`config.mk`:
```
export PLATFORM = sky130hd
export DESIGN_NAME = dad_prep
export DESIGN_NICKNAME = d
export VERILOG_FILES = /design/src/hdl/dad_pkg.sv /design/src/hdl/dad_prep.sv
export SDC_FILE = /design/constraint.sdc
export NUM_CORES = 1
export LEC_CHECK = 0
export BUFFER_PORTS_ARGS = -buffer_cell sky130_fd_sc_hd__clkbuf_2
export CORE_UTILIZATION = 35
export CTS_BUF_LIST = sky130_fd_sc_hd__clkbuf_4 sky130_fd_sc_hd__clkbuf_8
export DETAILED_ROUTE_END_ITERATION = 6
export GPL_TIMING_DRIVEN = 1
export HOLD_SLACK_MARGIN = 0.1
export PLACE_DENSITY_LB_ADDON = 0.3
export SLEW_MARGIN = 20
export SYNTH_ARGS = -nofsm -noshare
export SYNTH_HDL_FRONTEND = slang
export SYNTH_SLANG_ARGS = --single-unit
```
`constraint.sdc`:
```
create_clock -name i_clk -period 5.8 [get_ports i_clk]
set_input_delay 1.16 -clock i_clk [delete_from_list [all_inputs] [get_ports i_clk]]
set_output_delay 1.16 -clock i_clk [all_outputs]
set_load 0.1 [all_outputs]
```
`src/hdl/dad_pkg.sv`:
```
`timescale 1ns / 1ps

package dad_pkg;

    localparam int COORD_BITS   = 16;
    localparam int DIFF_BITS    = COORD_BITS + 1;
    localparam int MAG_BITS     = COORD_BITS;
    localparam int NUM_BOUNDS   = 45;
    localparam int CNT_BITS     = 6;
    localparam int SEARCH_STEPS = CNT_BITS;
    localparam int TAB_DEPTH    = 2 ** CNT_BITS;
    localparam int TAN_FRAC     = 48;
    localparam int TAN_BITS     = TAN_FRAC + 1;
    localparam int PROD_BITS    = MAG_BITS + TAN_BITS;
    localparam int ANGLE_BITS   = 9;

    localparam logic [ANGLE_BITS-1:0] DEG_0   = ANGLE_BITS'(0);
    localparam logic [ANGLE_BITS-1:0] DEG_90  = ANGLE_BITS'(90);
    localparam logic [ANGLE_BITS-1:0] DEG_180 = ANGLE_BITS'(180);
    localparam logic [ANGLE_BITS-1:0] DEG_270 = ANGLE_BITS'(270);
    localparam logic [ANGLE_BITS-1:0] DEG_360 = ANGLE_BITS'(360);

    localparam real PI_VAL = 3.14159265358979323846;

    typedef struct packed {
        logic signed [COORD_BITS-1:0] from_x;
        logic signed [COORD_BITS-1:0] from_y;
        logic signed [COORD_BITS-1:0] to_x;
        logic signed [COORD_BITS-1:0] to_y;
    } t_in_beat;

    typedef struct packed {
        logic [ANGLE_BITS-1:0] angle_degrees;
        logic                  same_points;
    } t_out_beat;

    typedef struct packed {
        logic same;
        logic x_neg;
        logic y_neg;
        logic x_zero;
        logic y_zero;
        logic swap;
    } t_quad;

    typedef struct packed {
        logic [MAG_BITS-1:0] num;
        logic [MAG_BITS-1:0] den;
        t_quad               quad;
    } t_oct;

    typedef struct packed {
        logic [CNT_BITS-1:0] cnt;
        t_quad               quad;
    } t_res;

    typedef logic [TAN_BITS-1:0] t_tan_table [TAB_DEPTH];

    // tan of the half-degree rounding boundaries, unused slots saturate at 1.0
    function automatic t_tan_table build_tan_table();
        t_tan_table tbl;
        real        b;
        for (int k = 0; k < TAB_DEPTH; k++) begin
            if (k < NUM_BOUNDS) begin
                b      = real'(2 * k + 1) * PI_VAL / 360.0;
                tbl[k] = TAN_BITS'(longint'($tan(b) * (2.0 ** TAN_FRAC)));
            end else begin
                tbl[k] = {1'b1, {TAN_FRAC{1'b0}}};
            end
        end
        return tbl;
    endfunction

    localparam t_tan_table TAN_TABLE = build_tan_table();

endpackage

```
`src/hdl/dad_prep.sv`:
```
`timescale 1ns / 1ps

module dad_prep (
    input  logic              i_clk,
    input  logic              i_rst_n,
    input  logic              i_en,
    input  logic              i_valid,
    input  dad_pkg::t_in_beat i_beat,
    output logic              o_valid,
    output dad_pkg::t_oct     o_oct
);

    logic                          r_a_valid;
    logic [dad_pkg::DIFF_BITS-1:0] r_dx;
    logic [dad_pkg::DIFF_BITS-1:0] r_dy;
    logic [dad_pkg::DIFF_BITS-1:0] n_dx;
    logic [dad_pkg::DIFF_BITS-1:0] n_dy;

    logic                          r_b_valid;
    dad_pkg::t_oct                 r_oct;
    dad_pkg::t_oct                 n_oct;
    logic [dad_pkg::DIFF_BITS-1:0] w_ax_full;
    logic [dad_pkg::DIFF_BITS-1:0] w_ay_full;
    logic [dad_pkg::MAG_BITS-1:0]  w_ax;
    logic [dad_pkg::MAG_BITS-1:0]  w_ay;

    always_comb begin
        n_dx = {i_beat.to_x[dad_pkg::COORD_BITS-1], i_beat.to_x}
             - {i_beat.from_x[dad_pkg::COORD_BITS-1], i_beat.from_x};
        n_dy = {i_beat.to_y[dad_pkg::COORD_BITS-1], i_beat.to_y}
             - {i_beat.from_y[dad_pkg::COORD_BITS-1], i_beat.from_y};
    end

    always_comb begin
        w_ax_full = r_dx[dad_pkg::DIFF_BITS-1] ? (~r_dx + 1'b1) : r_dx;
        w_ay_full = r_dy[dad_pkg::DIFF_BITS-1] ? (~r_dy + 1'b1) : r_dy;
        w_ax      = w_ax_full[dad_pkg::MAG_BITS-1:0];
        w_ay      = w_ay_full[dad_pkg::MAG_BITS-1:0];

        n_oct.quad.x_neg  = r_dx[dad_pkg::DIFF_BITS-1];
        n_oct.quad.y_neg  = r_dy[dad_pkg::DIFF_BITS-1];
        n_oct.quad.x_zero = (r_dx == '0);
        n_oct.quad.y_zero = (r_dy == '0);
        n_oct.quad.same   = (r_dx == '0) && (r_dy == '0);
        n_oct.quad.swap   = (w_ay > w_ax);
        // fold into the lower octant: num <= den
        n_oct.num = (w_ay > w_ax) ? w_ax : w_ay;
        n_oct.den = (w_ay > w_ax) ? w_ay : w_ax;
    end

    always_ff @(posedge i_clk) begin
        if (!i_rst_n) begin
            r_a_valid <= 1'b0;
            r_b_valid <= 1'b0;
        end else if (i_en) begin
            r_a_valid <= i_valid;
            r_b_valid <= r_a_valid;
        end
    end

    always_ff @(posedge i_clk) begin
        if (i_en) begin
            r_dx  <= n_dx;
            r_dy  <= n_dy;
            r_oct <= n_oct;
        end
    end

    assign o_valid = r_b_valid;
    assign o_oct   = r_oct;

endmodule

```
==> results.yml <==
status:
  outcome: "finished, final reports clean"
power:
  pwr_density_cell_nw_per_um2: 415
  swShare: 0.491
  combPwrFrac: 0.528
  p_int_uw: 1330
  power.switching_uw: 1280
  pwr-share-seq: 0.320
  finalPower_uw: 2620
  leakagePower_uw: 0.00286
  ir_drop_v: 0.000262
  p_clk_frac: 0.152
floorplan:
  rows: 44
  start_util: 0.364
  dieArea_um2: 15800
  die_w_um: 126
  die_y_um: 126
  coreArea_um2: 14800
  ios: 107
drt:
  ant_nets: 0
  drt_pass1_iterations: 7
  post_drt_wl_per_cell_um: 13.8
  drt_wl_total_um: 11200
  drt_iter0_markers: 226
  dr_total_vias: 4129
  avgViaCountPerCell: 5.09
  drc_errors: 0
worst_setup_path:
  crit_path_top_delay_cell: "or4_1"
  crit_path_max_incr_delay_ps: 520
  reg2reg_depth: 15
  path_max_fanout: 29
  crit_path_end_kind: "register"
  required_ps: 5980
  arrival_ps: 4540
  crit_path_start_kind: "register"
  path_class: "register to register"
  cp_cell_sequence: "inv_1 > ha_1 > nand2b_1 > or4_1 > nand2b_1 > o41ai_2 > xor2_1 > inv_1 > ha_1 > nand4_1 > a2111oi_0 > nor3_1 > a21oi_4 > buf_4 > mux2i_1"
clock_tree:
  hold_buffers: 0
  clk_latency_ps: 360
  cts_inserted_buffers: 9
  cts_tree: "done"
  cts_resized: 0
  cts_root_buffer: "clkbuf_8"
  clk_pin_slew_worst_paths_ps: 80
  post_cts_buffers: 0
  cts.sinks: 74
  cts_max_path_buffers: 2
  ctsHtreeMaxLevel: 3
sta:
  tightest_slew_ps: 915
  fin_crit_sh: 0.752
  fmax_ghz: 0.229
  relSlewSlack: 0.390
  min_period_ps: 4360
  setup_viol: 0
  drv_slew: 0
  skew_ps: 14.1
  hold_viol: 0
  rsz0062_at_grt: "no"
  fin_tns_setup_ps: 0
synthesis:
  synth.distinct_cells: 57
  yosys.area.top_type_share: 0.403
  synth_nets: 635
  synth.yosys.seq_area_share: 0.411
  synth_area_per_cell_um2: 10.4
  synth_edf_count: 72
  synth_cells: 515
  synth-seq-cells: 74
  async_flop_share: 0
  synth_ff_type: "edfxtp_1"
  synth.yosys.warnings: 0
  netlist_top_cells_area: "edfxtp_1, ha_1, mux2i_1"
  yosys.area.top_type: "edfxtp_1"
  netlist_area_um2: 5360
hold_path:
  whs_path_depth: 2
  hp-class: "register to register"
global_routing:
  antenna_found_initial: 0
  grt_pass1_wl_um: 18800
  grt_pass1_vias: 4033
  track_usage: 0.148
  grt_max_degree: 75
  grt_overflow: 0
placed_design:
  placed_cells: 795
  place_congestion: 0.847
  port-buffer-count: 106
  dpl.hpwl_um: 9110
flow_run:
  maxCapViolations: 0
cells_and_area:
  diodes: 0
  area_delta_synth_final_pct: 17.4
  nets: 742
  num-fill-cells: 1427
  stdcell_count: 811
  drive_gt1_frac: 0.217
-- cells in the final DEF, fill, tap and decap left out, types with 3 or more instances in the layout --
cell type | synthesis | final
nand3_1 | 10 | 10
nand2b_1 | 5 | 5
clkbuf_8 | 0 | 9
nor4_1 | 6 | 6
nand2_1 | 24 | 24
a31oi_1 | 4 | 4
a21o_1 | 8 | 8
o31a_1 | 3 | 3
clkbuf_2 | 0 | 105
edfxtp_1 | 72 | 72
inv_1 | 62 | 62
nor3_1 | 6 | 6
nor2_1 | 25 | 25
xor2_1 | 32 | 32
a21oi_1 | 23 | 23
mux2i_1 | 36 | 36
a21boi_0 | 6 | 6
o21a_1 | 10 | 10
o31ai_1 | 7 | 7
nor2b_1 | 12 | 12
or4_1 | 4 | 4
nand4_1 | 5 | 5
xnor2_1 | 17 | 17
and3_1 | 3 | 3
o41ai_1 | 3 | 3
ha_1 | 50 | 50
a211oi_1 | 4 | 4
o21ai_0 | 24 | 24
-- cells in the mapped netlist, types with 4 or more instances --
master    instances
edfxtp_1         72
inv_1            62
ha_1             50
mux2i_1          36
xor2_1           32
nor2_1           25
nand2_1          24
o21ai_0          24
a21oi_1          23
xnor2_1          17
nor2b_1          12
nand3_1          10
o21a_1           10
a21o_1            8
clkbuf_1          8
o31ai_1           7
a21boi_0          6
nor3_1            6
nor4_1            6
nand2b_1          5
nand4_1           5
a211oi_1          4
a31oi_1           4
or4_1             4
-- registers in the layout (all words and copies together) (netlist names) --
register	cells
r_dx	17
r_a_valid	1
o_valid	1
r_dy	17
o_oct	38
-- cell families (layout without fill, tap and decap cells) --
group | count (synthesis) | after routing | share of synthesized area
buf+inv | 74 | 186 | 0.0525
flops | 74 | 74 | 0.411
simple gates | 110 | 110 | 0.107
compound gates | 119 | 119 | 0.156
mux | 36 | 36 | 0.0672
fa+ha+maj | 52 | 52 | 0.124
xor+xnor | 50 | 50 | 0.0830
-- path summary, 6_finish.rpt --
path | startpoint | endpoint | slack (ps)
worst min-delay path | o_valid$_SDFFE_PN0P_ | o_valid$_SDFFE_PN0P_ | 530
worst max register to register | r_dy[0]$_DFFE_PP_ | o_oct[16]$_DFFE_PP_ | 1440
worst max-delay path | r_dy[0]$_DFFE_PP_ | o_oct[16]$_DFFE_PP_ | 1440
worst min register to register | o_valid$_SDFFE_PN0P_ | o_valid$_SDFFE_PN0P_ | 530
-- layer usage --
layer	track usage	routed length [µm]	vias to the layer above
li1	-	-	2097
met1	0.192	5320	1924
met2	0.243	5230	95
met3	0.0246	506	13
met4	0.0638	142	0
met5	0	0	-
-- power groups by stage --
| stage | registers, µW | logic, µW | clock network, µW |
|---|---|---|---|
| 2_1_floorplan | 1430 | 543 | 0 |
| 3_3_place_gp | 851 | 1360 | 0 |
| 3_5_place_dp | 853 | 1380 | 0 |
| 4_1_cts | 840 | 1390 | 412 |
| 5_1_grt | 853 | 1470 | 429 |
| 6_report | 838 | 1380 | 397 |
-- area by class of cell --
type | count | area (µm²) | share of cell area
flip-flops and latches | 74 | 2200 | 0.350
well taps | 184 | 230 | 0.0366
multi-input cells | 367 | 2890 | 0.458
clock buffers | 9 | 124 | 0.0197
inverters | 62 | 233 | 0.0369
repair buffers | 108 | 546 | 0.0866
clock inverters | 7 | 76.3 | 0.0121
-- worst max-delay path, delay by kind of cell, from the launching register on --
family	cells	cell delay, ps
adder cells (fa/ha/maj)	2	520
AND/OR/NAND/NOR	5	1130
flip-flops	1	410
buffers and inverters	3	680
multiplexers	1	300
XOR/XNOR	1	290
AO/OA/AOI/OAI	3	850
-- per-stage QoR --
stage / area [µm²] / setup WS [ps] / utilization / hold slack (ps)
floorplan: 5360 / 2170 / - / 482
CTS: 6300 / 1490 / 0.427 / 540
finish: 6300 / 1440 / 0.427 / 532
detailed placement: 6100 / 1530 / 0.413 / 519
global route: 6300 / 1180 / 0.427 / 560
global placement: 6100 / 1790 / 0.413 / 495
Note: power is estimated with default switching activity, not from simulation.
