`src/hdl/dad_pkg.sv`:
```
`timescale 1ns / 1ps

package dad_pkg;

    localparam int COORD_BITS   = 16;
    localparam int DIFF_BITS    = COORD_BITS + 1;
    localparam int MAG_BITS     = COORD_BITS;
    localparam int NUM_BOUNDS   = 45;
    localparam int CNT_BITS     = 6;
    localparam int SEARCH_STEPS = CNT_BITS;
    localparam int TAB_DEPTH    = 2 ** CNT_BITS;
    localparam int TAN_FRAC     = 48;
    localparam int TAN_BITS     = TAN_FRAC + 1;
    localparam int PROD_BITS    = MAG_BITS + TAN_BITS;
    localparam int ANGLE_BITS   = 9;

    localparam logic [ANGLE_BITS-1:0] DEG_0   = ANGLE_BITS'(0);
    localparam logic [ANGLE_BITS-1:0] DEG_90  = ANGLE_BITS'(90);
    localparam logic [ANGLE_BITS-1:0] DEG_180 = ANGLE_BITS'(180);
    localparam logic [ANGLE_BITS-1:0] DEG_270 = ANGLE_BITS'(270);
    localparam logic [ANGLE_BITS-1:0] DEG_360 = ANGLE_BITS'(360);

    localparam real PI_VAL = 3.14159265358979323846;

    typedef struct packed {
        logic signed [COORD_BITS-1:0] from_x;
        logic signed [COORD_BITS-1:0] from_y;
        logic signed [COORD_BITS-1:0] to_x;
        logic signed [COORD_BITS-1:0] to_y;
    } t_in_beat;

    typedef struct packed {
        logic [ANGLE_BITS-1:0] angle_degrees;
        logic                  same_points;
    } t_out_beat;

    typedef struct packed {
        logic same;
        logic x_neg;
        logic y_neg;
        logic x_zero;
        logic y_zero;
        logic swap;
    } t_quad;

    typedef struct packed {
        logic [MAG_BITS-1:0] num;
        logic [MAG_BITS-1:0] den;
        t_quad               quad;
    } t_oct;

    typedef struct packed {
        logic [CNT_BITS-1:0] cnt;
        t_quad               quad;
    } t_res;

    typedef logic [TAN_BITS-1:0] t_tan_table [TAB_DEPTH];

    // tan of the half-degree rounding boundaries, unused slots saturate at 1.0
    function automatic t_tan_table build_tan_table();
        t_tan_table tbl;
        real        b;
        for (int k = 0; k < TAB_DEPTH; k++) begin
            if (k < NUM_BOUNDS) begin
                b      = real'(2 * k + 1) * PI_VAL / 360.0;
                tbl[k] = TAN_BITS'(longint'($tan(b) * (2.0 ** TAN_FRAC)));
            end else begin
                tbl[k] = {1'b1, {TAN_FRAC{1'b0}}};
            end
        end
        return tbl;
    endfunction

    localparam t_tan_table TAN_TABLE = build_tan_table();

endpackage

```
`src/hdl/dad_map.sv`:
```
`timescale 1ns / 1ps

module dad_map (
    input  logic               i_clk,
    input  logic               i_rst_n,
    input  logic               i_en,
    input  logic               i_valid,
    input  dad_pkg::t_res      i_res,
    output logic               o_valid,
    output dad_pkg::t_out_beat o_beat
);

    logic                           r_valid;
    dad_pkg::t_out_beat             r_beat;
    dad_pkg::t_out_beat             n_beat;
    logic [dad_pkg::ANGLE_BITS-1:0] w_cnt;
    logic [dad_pkg::ANGLE_BITS-1:0] w_r;

    always_comb begin
        w_cnt = dad_pkg::ANGLE_BITS'(i_res.cnt);
        w_r   = i_res.quad.swap ? (dad_pkg::DEG_90 - w_cnt) : w_cnt;

        n_beat.same_points = i_res.quad.same;
        if (i_res.quad.same) begin
            n_beat.angle_degrees = dad_pkg::DEG_0;
        end else if (i_res.quad.y_zero) begin
            n_beat.angle_degrees = i_res.quad.x_neg ? dad_pkg::DEG_180 : dad_pkg::DEG_0;
        end else if (i_res.quad.x_zero) begin
            n_beat.angle_degrees = i_res.quad.y_neg ? dad_pkg::DEG_270 : dad_pkg::DEG_90;
        end else if (!i_res.quad.y_neg) begin
            n_beat.angle_degrees = i_res.quad.x_neg ? (dad_pkg::DEG_180 - w_r) : w_r;
        end else begin
            n_beat.angle_degrees = i_res.quad.x_neg ? (dad_pkg::DEG_180 + w_r)
                                                    : (dad_pkg::DEG_360 - w_r);
        end
    end

    always_ff @(posedge i_clk) begin
        if (!i_rst_n) begin
            r_valid <= 1'b0;
        end else if (i_en) begin
            r_valid <= i_valid;
        end
    end

    always_ff @(posedge i_clk) begin
        if (i_en) begin
            r_beat <= n_beat;
        end
    end

    assign o_valid = r_valid;
    assign o_beat  = r_beat;

endmodule

```
`config.mk`:
```
export PLATFORM = sky130hd
export DESIGN_NAME = dad_map
export DESIGN_NICKNAME = d
export VERILOG_FILES = /design/src/hdl/dad_pkg.sv /design/src/hdl/dad_map.sv
export SDC_FILE = /design/constraint.sdc
export NUM_CORES = 1
export LEC_CHECK = 0
export ABC_AREA = 1
export BUFFER_PORTS_ARGS = -buffer_cell sky130_fd_sc_hd__buf_2
export CAP_MARGIN = 20
export CELL_PAD_IN_SITES_DETAIL_PLACEMENT = 1
export CELL_PAD_IN_SITES_GLOBAL_PLACEMENT = 2
export CORE_ASPECT_RATIO = 0.7
export CORE_MARGIN = 8
export CORE_UTILIZATION = 29
export CTS_BUF_LIST = sky130_fd_sc_hd__clkbuf_8
export CTS_CLUSTER_SIZE = 25
export DETAILED_ROUTE_END_ITERATION = 7
export GPL_ROUTABILITY_DRIVEN = 1
export PLACE_DENSITY_LB_ADDON = 0.1
export SYNTH_ARGS = -nofsm -noshare
export SYNTH_HDL_FRONTEND = slang
export SYNTH_SLANG_ARGS = --single-unit
```
`constraint.sdc`:
```
create_clock -name i_clk -period 2.1 [get_ports i_clk]
set_input_delay 0.105 -clock i_clk [delete_from_list [all_inputs] [get_ports i_clk]]
set_output_delay 0.105 -clock i_clk [all_outputs]
set_load 0.03 [all_outputs]
```
==> impl_results.md, run 1 <==
* Status: finished, final reports clean
* Clk_lat worst skew at 0.23 ns
* Sequential power share at 0.374
* Crit path time final at 1.66 ns
* Int Power at 0.459 mW
* Combinational Power Share at 0.331
* Clock sinks at 11
* Max-Cap Viols at 0
* Max Slew Vio Count at 0
* GRT Residual Overflow at 0
* Vias per cell at 5.00
* Element type at the critical path start: input port
* Slew margin rel. at 0.686
* Final hold viol count at 0
* Synth-to-layout area growth at 19.9%
* Most common cell after layout, fill and taps aside: nand2_1
* ANT nets after route at 0
* Wire length per cell at 14.2 microns
* Resize count post-CTS at 0
* Worst Setup End Kind: register
* Crit-path max cell delay at 0.27 ns
* Sequential cell area fraction in the yosys report at 0.324
* Largest net degree at the start of global routing at 13
* Setup Viol. Count Final at 0
* Initial antenna violation count at 0
* #FFs+latches synth at 11
* Commonest non-fill, non-tap cells in the layout: nand2_1 (38), buf_2 (26), inv_1 (14), nor2_1 (14), nand3_1 (13)
* Vias in the first global route at 1067
* Starting Density at 0.309
* RSZ-0062 raised after global routing: no
* Mean Syn Cell Area at 7.00 sq um
* Crit-path most repeated cell: nand2_1
* Switching part of the total at 0.348
* Crit path max-delay cell type: ha_1
* Mapped Area at 987 sq um
* DR DRC count at 0
* Final GP Congestion at 0.787
* Placed Area at 0.00114 sq mm
* Initial drt markers at 57
* First drt pass iteration count at 4
* Filler cells at 436
* Finished Core Util at 0.371
* Clk slew on worst S/H paths at 0.05 ns
* Critical Path RT at 2.10 ns
* H-tree depth at 1
* CTS Buf Count at 3
* Hold Buf Count CTS at 0
* Distinct cells, synth at 28
* Critical path peak fanout at 4
* Height of the die at 64.8 microns
* Routed vias at 1031
* Worst path bufs/invs at 1
* Non-Filler Instances at 206
* Yosys warnings at 0
* Horiz. Die Dim at 85.7 microns
* Syn nets at 159
* Post-route setup slack at 0.444 ns
* CTS tree: done
* Final hold slack at 0.0770 ns
* Cells after Synth at 141
* Cell Rows at 17
* Diodes inserted at 0
* Final TNS setup at 0 ns
* Worst Tran Pin Value at 0.468 ns
* DP Worst Slack at 0.190 ns
* Final nets at 187
* Layout Skew at 0 ns
* LEAKAGE at 0.579 nW
* Max Clock Freq at 0.604 GHz
* Crit Path Class: in2reg
* Num ports at 27
* Layout cells sized above 1 at 0.292
* First-pass GRT wire length at 5.02 mm
* Clock power frac at 0.295
* Pwr per Cell Area at 594 mW/mm^2
* Worst min path class: in2reg
* Clock tree buffer depth at 2
* Total power at 0.703 mW
* Post-DP HPWL at 2.48 mm
* Die Area at 0.00556 sq mm
* Period utilization at 0.788
* CTS root buf: clkbuf_8
* Dpl cells at 202
* Critical path cell sequence: buf_2 -> ha_1 -> nand2_1 -> o21ai_2 -> ha_1 -> nand3_1 -> nand2_1 -> nand2_1 -> nand2_1 -> nand2_1 -> nand2_1 -> nand2_2 -> nand3_1 -> nand2_1 -> nor2_1 -> nor2_1
* Worst Path Arrival at 1.65 ns
* Post-CTS setup buffers at 0
* Core Box Area at 0.00319 sq mm
* GRT Util Overall at 0.112
* Switch Pwr at 0.245 mW
* PortBufs at 26
* Drt total wl at 2.93 mm
* Fin area at 0.00118 sq mm
* Worst vdd ir at 0.349 mV
* Cell family with most CP delay: simple AND/OR/NAND/NOR gates
==> logic make-up (layout without fill, tap and decap cells) <==
group           after synthesis  in the layout  synth area share
compound gates               22             22             0.134
xor+xnor                      1              1           0.00887
fa+ha+maj                     2              2            0.0253
buf+inv                      22             49             0.109
flops                        11             11             0.324
simple gates                 83             83             0.398
==> sequential cells by signal (all words and copies together), names as in the netlist <==
register  count
o_valid       1
o_beat       10
==> Yosys cell counts <==
master | instances | area share
nand4_1 | 2 | 0.013
nor3_1 | 1 | 0.0051
o2111ai_1 | 3 | 0.027
o21ai_2 | 2 | 0.018
inv_2 | 3 | 0.011
inv_1 | 13 | 0.049
buf_4 | 2 | 0.015
buf_6 | 1 | 0.011
a31oi_1 | 1 | 0.0063
nand3_2 | 2 | 0.020
inv_6 | 1 | 0.0089
nor2_4 | 1 | 0.011
or2_1 | 2 | 0.013
nor2_1 | 14 | 0.053
ha_1 | 2 | 0.025
nand3_1 | 13 | 0.066
nand3b_1 | 1 | 0.0076
nand2_1 | 38 | 0.14
nand2_2 | 7 | 0.044
dfxtp_1 | 1 | 0.020
o21ai_1 | 4 | 0.020
a21oi_1 | 7 | 0.035
edfxtp_1 | 10 | 0.30
o211ai_1 | 1 | 0.0076
nor3_2 | 2 | 0.020
o21ai_0 | 4 | 0.020
xnor2_1 | 1 | 0.0089
inv_4 | 2 | 0.013
==> metal layers <==
layer | wire length [microns] | vias to the layer above | track usage
li1 | - | 524 | -
met1 | 1440 | 477 | 0.150
met2 | 1250 | 28 | 0.168
met3 | 230 | 2 | 0.0428
met4 | 10 | 0 | 0.0196
met5 | 0 | - | 0
==> final cells by class <==
class | count | area [sq um] | area share
multi-input cells | 108 | 559 | 0.473
flip-flops and latches | 11 | 320 | 0.271
repair buffers | 26 | 130 | 0.110
inverters | 19 | 81.3 | 0.0687
well taps | 38 | 47.5 | 0.0402
clock buffers | 3 | 41.3 | 0.0349
clock inverters | 1 | 3.75 | 0.00317
==> worst paths after layout <==
path	startpoint	end	slack [ns]	cells after the start
setup / recovery	i_res[7]	o_beat[7]$_SDFFCE_PP0P_	0.44	16
hold / removal	i_res[5]	o_beat[0]$_DFFE_PP_	0.08	1
setup reg to reg	o_valid$_SDFFE_PN0P_	o_valid$_SDFFE_PN0P_	1.46	2
hold reg to reg	o_valid$_SDFFE_PN0P_	o_valid$_SDFFE_PN0P_	0.55	2
==> worst register-to-register path: cells and delay by family (launching register included) <==
kind / cells / cell delay (ns)
DFF: 1 / 0.30
AOI/OAI and AO/OA: 2 / 0.22
==> power by group through the flow <==
stage               combinational [mW]  clock (mW)  sequential [mW]
floorplan                        0.127           0            0.305
detailed placement               0.234           0            0.267
finish                           0.233       0.208            0.263
CTS                              0.236       0.212            0.263
global placement                 0.231           0            0.266
global route                     0.261       0.228            0.264
(Power assumes the default switching activity.)
==> run 2: changes to the inputs <==
- CORE_UTILIZATION: 29 -> 26
- clock period: 2.1 -> 1.4 ns (I/O delays scaled with it)
==> impl_results.md, run 2 (synthesis gave the netlist of run 1 again) <==
* Cell family with most CP delay: adder cells
* Horiz. Die Dim at 89.7 microns (+4.6%)
* Slew margin rel. at 0.812 (+0.126)
* Initial drt markers at 46 (-19%)
* CTS Buf Count at 3 (unchanged)
* Path depth of the worst reg2reg path at 2 (unchanged)
* Clk_lat worst skew at 0.23 ns (about the same)
* Worst min path class: in2reg
* Layout Skew at 0 ns (unchanged)
* Synth-to-layout area growth at 40.9%
* Filler cells at 460 (+5.5%)
* Post-DP HPWL at 2.74 mm (+11%)
* Critical path peak fanout at 3 (-1)
* Starting Density at 0.276 (-0.0337)
* Non-Filler Instances at 235 (+14%)
* Clock tree buffer depth at 2 (unchanged)
* Max Clock Freq at 0.674 GHz
* GRT Residual Overflow at 0 (unchanged)
* Vias in the first global route at 1113 (+4.3%)
* Dpl cells at 231 (+14%)
* Reg-to-reg endpoint: o_valid$_SDFFE_PN0P_
* Worst path bufs/invs at 2 (+1)
* Height of the die at 67.6 microns (+4.2%)
* First drt pass iteration count at 4 (unchanged)
* H-tree depth at 1 (unchanged)
* Initial antenna violation count at 0 (unchanged)
* Setup Viol. Count Final at 2 (+2)
* Min-delay src: i_res[5]
* GRT Util Overall at 0.115 (+0.00327)
* Worst Tran Pin Value at 0.282 ns (-0.186 ns)
* Largest net degree at the start of global routing at 13 (unchanged)
* Diodes inserted at 0 (unchanged)
* Crit path time final at 1.48 ns
* Max Slew Vio Count at 0 (unchanged)
* LEAKAGE at 0.670 nW (+16%)
* Final GP Congestion at 0.819 (+4.1%)
* Hold EP: o_beat[0]$_DFFE_PP_
* Placed Area at 0.00131 sq mm (+15%)
* Cell Rows at 18 (+1)
* Final hold slack at 0.0370 ns (-0.0400 ns)
* Crit-path max cell delay at 0.23 ns (-0.04 ns)
* Crit Path Class: in2reg
* Drt total wl at 3.25 mm (+11%)
* Commonest non-fill, non-tap cells in the layout: nand2_1 (33), buf_2 (24), buf_4 (17)
* Critical R2R Launch: o_valid$_SDFFE_PN0P_
* Post-route setup slack at -0.0831 ns (-0.527 ns)
* Max-Cap Viols at 0 (unchanged)
* ANT nets after route at 0 (unchanged)
* Core Box Area at 0.00358 sq mm (+12%)
* Vias per cell at 4.68 (-6.5%)
* Clk slew on worst S/H paths at 0.05 ns (about the same)
* Element type at the critical path start: input port
* Hold Buf Count CTS at 0 (unchanged)
* WHS Path Cells at 1 (unchanged)
* RSZ-0062 raised after global routing: yes
* Layout cells sized above 1 at 0.416 (+0.125)
* Period utilization at 1.06
* Final hold viol count at 0 (unchanged)
* Crit path max-delay cell type: o21ai_0
* CTS tree: done
* Most common cell after layout, fill and taps aside: nand2_1
* Final nets at 204 (+9.1%)
* Worst Setup End Kind: register
* Die Area at 0.00606 sq mm (+9.0%)
* Worst Path Arrival at 1.48 ns (-0.17 ns)
* Routed vias at 1100 (+6.7%)
* FF-to-FF setup slack at 0.78 ns (-0.68 ns)
* Total power at 1.13 mW (+61%)
* Critical Path RT at 1.39 ns (-0.71 ns)
* DR DRC count at 0 (unchanged)
* CTS root buf: clkbuf_8
* Pwr per Cell Area at 812 mW/mm^2 (+37%)
* Critical path cell sequence: buf_6 -> ha_4 -> nand2_2 -> o21ai_2 -> ha_2 -> buf_4 -> o21ai_0 -> xnor2_1 -> o21ai_0 -> nand2_1 -> nand2_1
* Clock sinks at 11 (unchanged)
* Failing checks: setup timing
* Num ports at 27 (unchanged)
* Wire length per cell at 13.8 microns (-2.6%)
* Fin area at 0.00139 sq mm (+18%)
* Max reg flops at 10 (unchanged)
* PortBufs at 26 (unchanged)
* First-pass GRT wire length at 5.38 mm (+7.0%)
* Post-CTS setup buffers at 0 (unchanged)
* Status: finished with violations
* Worst vdd ir at 0.430 mV (+23%)
* Finished Core Util at 0.389 (+0.0176)
-- run 2: cell count changes in the layout (fill, tap and decap cells not counted), moves of 2 or more --
cell and delta:
buf_2 -2, nand2_1 -5, nand3_2 +2, buf_4 +17, nand2_2 +5, nand3_1 -2
ha_1 -2
-- run 2: worst reg2reg max path, delay by kind of cell (launching register included) --
family,cells,cell delay [ns]
DFF,1,0.30
AOI/OAI and AO/OA,2,0.20
-- run 2: area by class of cell --
type                            instances  area (sq um)  share of cell area
Timing Repair Buffer                   43           274               0.197
Inverter                               19          81.3              0.0585
Tap cell                               50          62.6              0.0450
Clock inverter                          1          3.75             0.00270
Sequential cell                        11           320               0.230
Clock buffer                            3          41.3              0.0297
Multi-Input combinational cell        108           608               0.437
-- run 2: worst max-delay path by stage --
stage,cells after the start,end,start,slack (ns)
6_report,11,o_beat[3]$_SDFFCE_PP0P_,i_res[7],-0.08
2_1_floorplan,15,o_beat[7]$_SDFFCE_PP0P_,i_res[7],-0.10
5_1_grt,16,o_beat[7]$_SDFFCE_PP0P_,i_res[6],-0.20
3_5_place_dp,16,o_beat[7]$_SDFFCE_PP0P_,i_res[6],-0.42
4_1_cts,16,o_beat[7]$_SDFFCE_PP0P_,i_res[6],-0.07
3_3_place_gp,16,o_beat[7]$_SDFFCE_PP0P_,i_res[7],-0.37
-- run 2: layer usage --
metal  up-vias  global-route usage  part of all wire
li1        557                   -                 -
met4         0              0.0124                 0
met1       524               0.161              0.52
met3         0              0.0352             0.063
met2        19               0.175              0.42
met5         -                   0                 0
-- run 2: timing repair --
action / CTS / global route
hold endpoints to repair: 0 / 0
pin swaps: 8 / 0
gates resized for setup: 10 / 1
setup endpoints to repair: 6 / 6
-- run 2: power breakdown --
part | total, mW | switching, mW | internal [mW]
Combinational | 0.423 | 0.267 | 0.156
Clock | 0.312 | 0.120 | 0.193
Sequential | 0.395 | 0.00605 | 0.389
-- run 2: per-stage QoR --
| step | setup WS [ns] | setup TNS, ns |
|---|---|---|
| final | -0.0831 | -0.149 |
| after global routing | -0.199 | -0.742 |
| after CTS | -0.0704 | -0.136 |
| after detailed placement | -0.417 | -2.21 |
| after global placement | -0.374 | -2.06 |
| after floorplan | -0.105 | -0.105 |
==> run 3: changes to the inputs <==
- REMOVE_ABC_BUFFERS: unset -> 1
==> impl_results.md, run 3 (synthesis gave the netlist of run 1 again) <==
* Clk_lat worst skew at 0.23 ns (about the same)
* Crit Path Class: in2reg
* Core Box Area at 0.00358 sq mm (unchanged)
* Die Area at 0.00606 sq mm (unchanged)
* CTS tree: done
* GRT Residual Overflow at 0 (unchanged)
* Element type at the critical path start: input port
* Cell Rows at 18 (unchanged)
* Pwr per Cell Area at 777 mW/mm^2 (-4.3%)
* LEAKAGE at 0.724 nW (+8.1%)
* Post-DP HPWL at 2.85 mm (+3.9%)
* Final hold slack at 0.0410 ns (+0.00399 ns)
* WHS Path Cells at 1 (unchanged)
* Synth-to-layout area growth at 54.5%
* GRT Util Overall at 0.122 (+0.00667)
* DR DRC count at 0 (unchanged)
* Failing checks: setup timing
* Total power at 1.19 mW (+4.9%)
* Num ports at 27 (unchanged)
* Slew margin rel. at 0.768 (-0.0442)
* FF-to-FF setup slack at 0.76 ns (-0.02 ns)
* First drt pass iteration count at 4 (unchanged)
* Max Clock Freq at 0.703 GHz (+4.2%)
* Status: finished with violations
* Critical Path RT at 1.39 ns (about the same)
* Reg-to-reg endpoint: o_valid$_SDFFE_PN0P_
* Layout Skew at 0 ns (unchanged)
* Period utilization at 1.02 (-0.0428)
* Worst Path Arrival at 1.41 ns (-0.07 ns)
* RSZ-0062 raised after global routing: yes
* Fin area at 0.00153 sq mm (+9.6%)
* Largest net degree at the start of global routing at 13 (unchanged)
* Diodes inserted at 0 (unchanged)
* Vias in the first global route at 1243 (+12%)
* CTS Buf Count at 3 (unchanged)
* Path depth of the worst reg2reg path at 2 (unchanged)
* Height of the die at 67.6 microns (unchanged)
* Clock tree buffer depth at 2 (unchanged)
* H-tree depth at 1 (unchanged)
* Vias per cell at 4.64 (-0.77%)
* Placed Area at 0.00130 sq mm (-0.57%)
* Clk slew on worst S/H paths at 0.05 ns (about the same)
* Initial antenna violation count at 0 (unchanged)
* Final GP Congestion at 0.775 (-5.4%)
* Worst Tran Pin Value at 0.348 ns (+0.0662 ns)
* ANT nets after route at 0 (unchanged)
* Finished Core Util at 0.426 (+0.0374)
* CTS root buf: clkbuf_8
* Worst min path class: in2reg
* Final TNS setup at -0.0232 ns (+0.126 ns)
* Max reg flops at 10 (unchanged)
* Commonest non-fill, non-tap cells in the layout: nand2_1 (31), buf_2 (24), buf_4 (23)
* Horiz. Die Dim at 89.7 microns (unchanged)
* Setup Viol. Count Final at 1 (-1)
* PortBufs at 26 (unchanged)
* Min-delay src: i_res[5]
* Layout cells sized above 1 at 0.474 (+0.0577)
* Critical R2R Launch: o_valid$_SDFFE_PN0P_
* Drt total wl at 3.56 mm (+9.4%)
* Starting Density at 0.276 (unchanged)
* Clock sinks at 11 (unchanged)
* Max Slew Vio Count at 0 (unchanged)
* Hold EP: o_beat[0]$_DFFE_PP_
* Most common cell after layout, fill and taps aside: nand2_1
* Post-route setup slack at -0.0232 ns (+0.0599 ns)
* Routed vias at 1124 (+2.2%)
* Initial drt markers at 79 (+72%)
* Crit path time final at 1.42 ns (-0.0599 ns)
* First-pass GRT wire length at 5.78 mm (+7.4%)
* Wire length per cell at 14.7 microns (+6.3%)
* Max-Cap Viols at 0 (unchanged)
* Final nets at 211 (+3.4%)
* Worst Setup End Kind: register
* Final hold viol count at 0 (unchanged)
* Critical path peak fanout at 3 (unchanged)
* Worst vdd ir at 0.394 mV (-8.3%)
[run 3: area by class of cell]
class | instances | area (sq um)
flip-flops and latches | 11 | 320
fillers | 457 | 2060
clock inverters | 1 | 3.75
well taps | 50 | 62.6
clock buffers | 3 | 41.3
multi-input cells | 108 | 674
repair buffers | 50 | 339
inverters | 19 | 83.8
[run 3: power breakdown]
group          switching, mW  leakage, nW  internal (mW)  total, mW
clock network          0.114       0.0269          0.192      0.306
logic                  0.293        0.593          0.192      0.485
registers            0.00631        0.104          0.389      0.395
total                  0.413        0.724          0.773       1.19
[run 3: metrics by stage]
stage | setup slack [ns] | cells
after detailed placement | -0.406 | 232
final | -0.0232 | 242
after global routing | -0.139 | 242
after floorplan | -0.126 | 138
after CTS | -0.0602 | 239
after global placement | -0.362 | 232
[run 3: how the worst max path moves through the flow]
| stage | startpoint | endpoint | slack (ns) |
|---|---|---|---|
| 6_report | i_res[6] | o_beat[5]$_SDFFCE_PP0P_ | -0.02 |
| 5_1_grt | i_res[7] | o_beat[7]$_SDFFCE_PP0P_ | -0.14 |
| 4_1_cts | i_res[6] | o_beat[7]$_SDFFCE_PP0P_ | -0.06 |
| 3_5_place_dp | i_res[6] | o_beat[7]$_SDFFCE_PP0P_ | -0.41 |
| 3_3_place_gp | i_res[6] | o_beat[7]$_SDFFCE_PP0P_ | -0.36 |
| 2_1_floorplan | i_res[6] | o_beat[7]$_SDFFCE_PP0P_ | -0.13 |
[run 3: worst max-delay path, cell delays in order]
cell,delay [ns]
buf_6,0.10
ha_4,0.22
nand2_2,0.05
o21ai_2,0.07
ha_4,0.17
buf_4,0.14
o21ai_4,0.17
nand2_1,0.09
o2111ai_1,0.11
nand3_1,0.10
nand2_1,0.07
nand2_1,0.04
[run 3: what timing repair did]
action,4_1_cts,5_1_grt
setup endpoints to repair,7,7
hold buffers,0,0
resized for setup,12,20
pin swaps,9,9
buffers inserted,3,3
[run 3: per-layer routing]
layer / part of all wire / GRT usage / vias up / routed length (microns)
li1: - / - / 573 / -
met1: 0.49 / 0.164 / 527 / 1730
met2: 0.47 / 0.204 / 24 / 1680
met3: 0.043 / 0.0230 / 0 / 154
met4: 0 / 0.0124 / 0 / 0
met5: 0 / 0 / - / 0
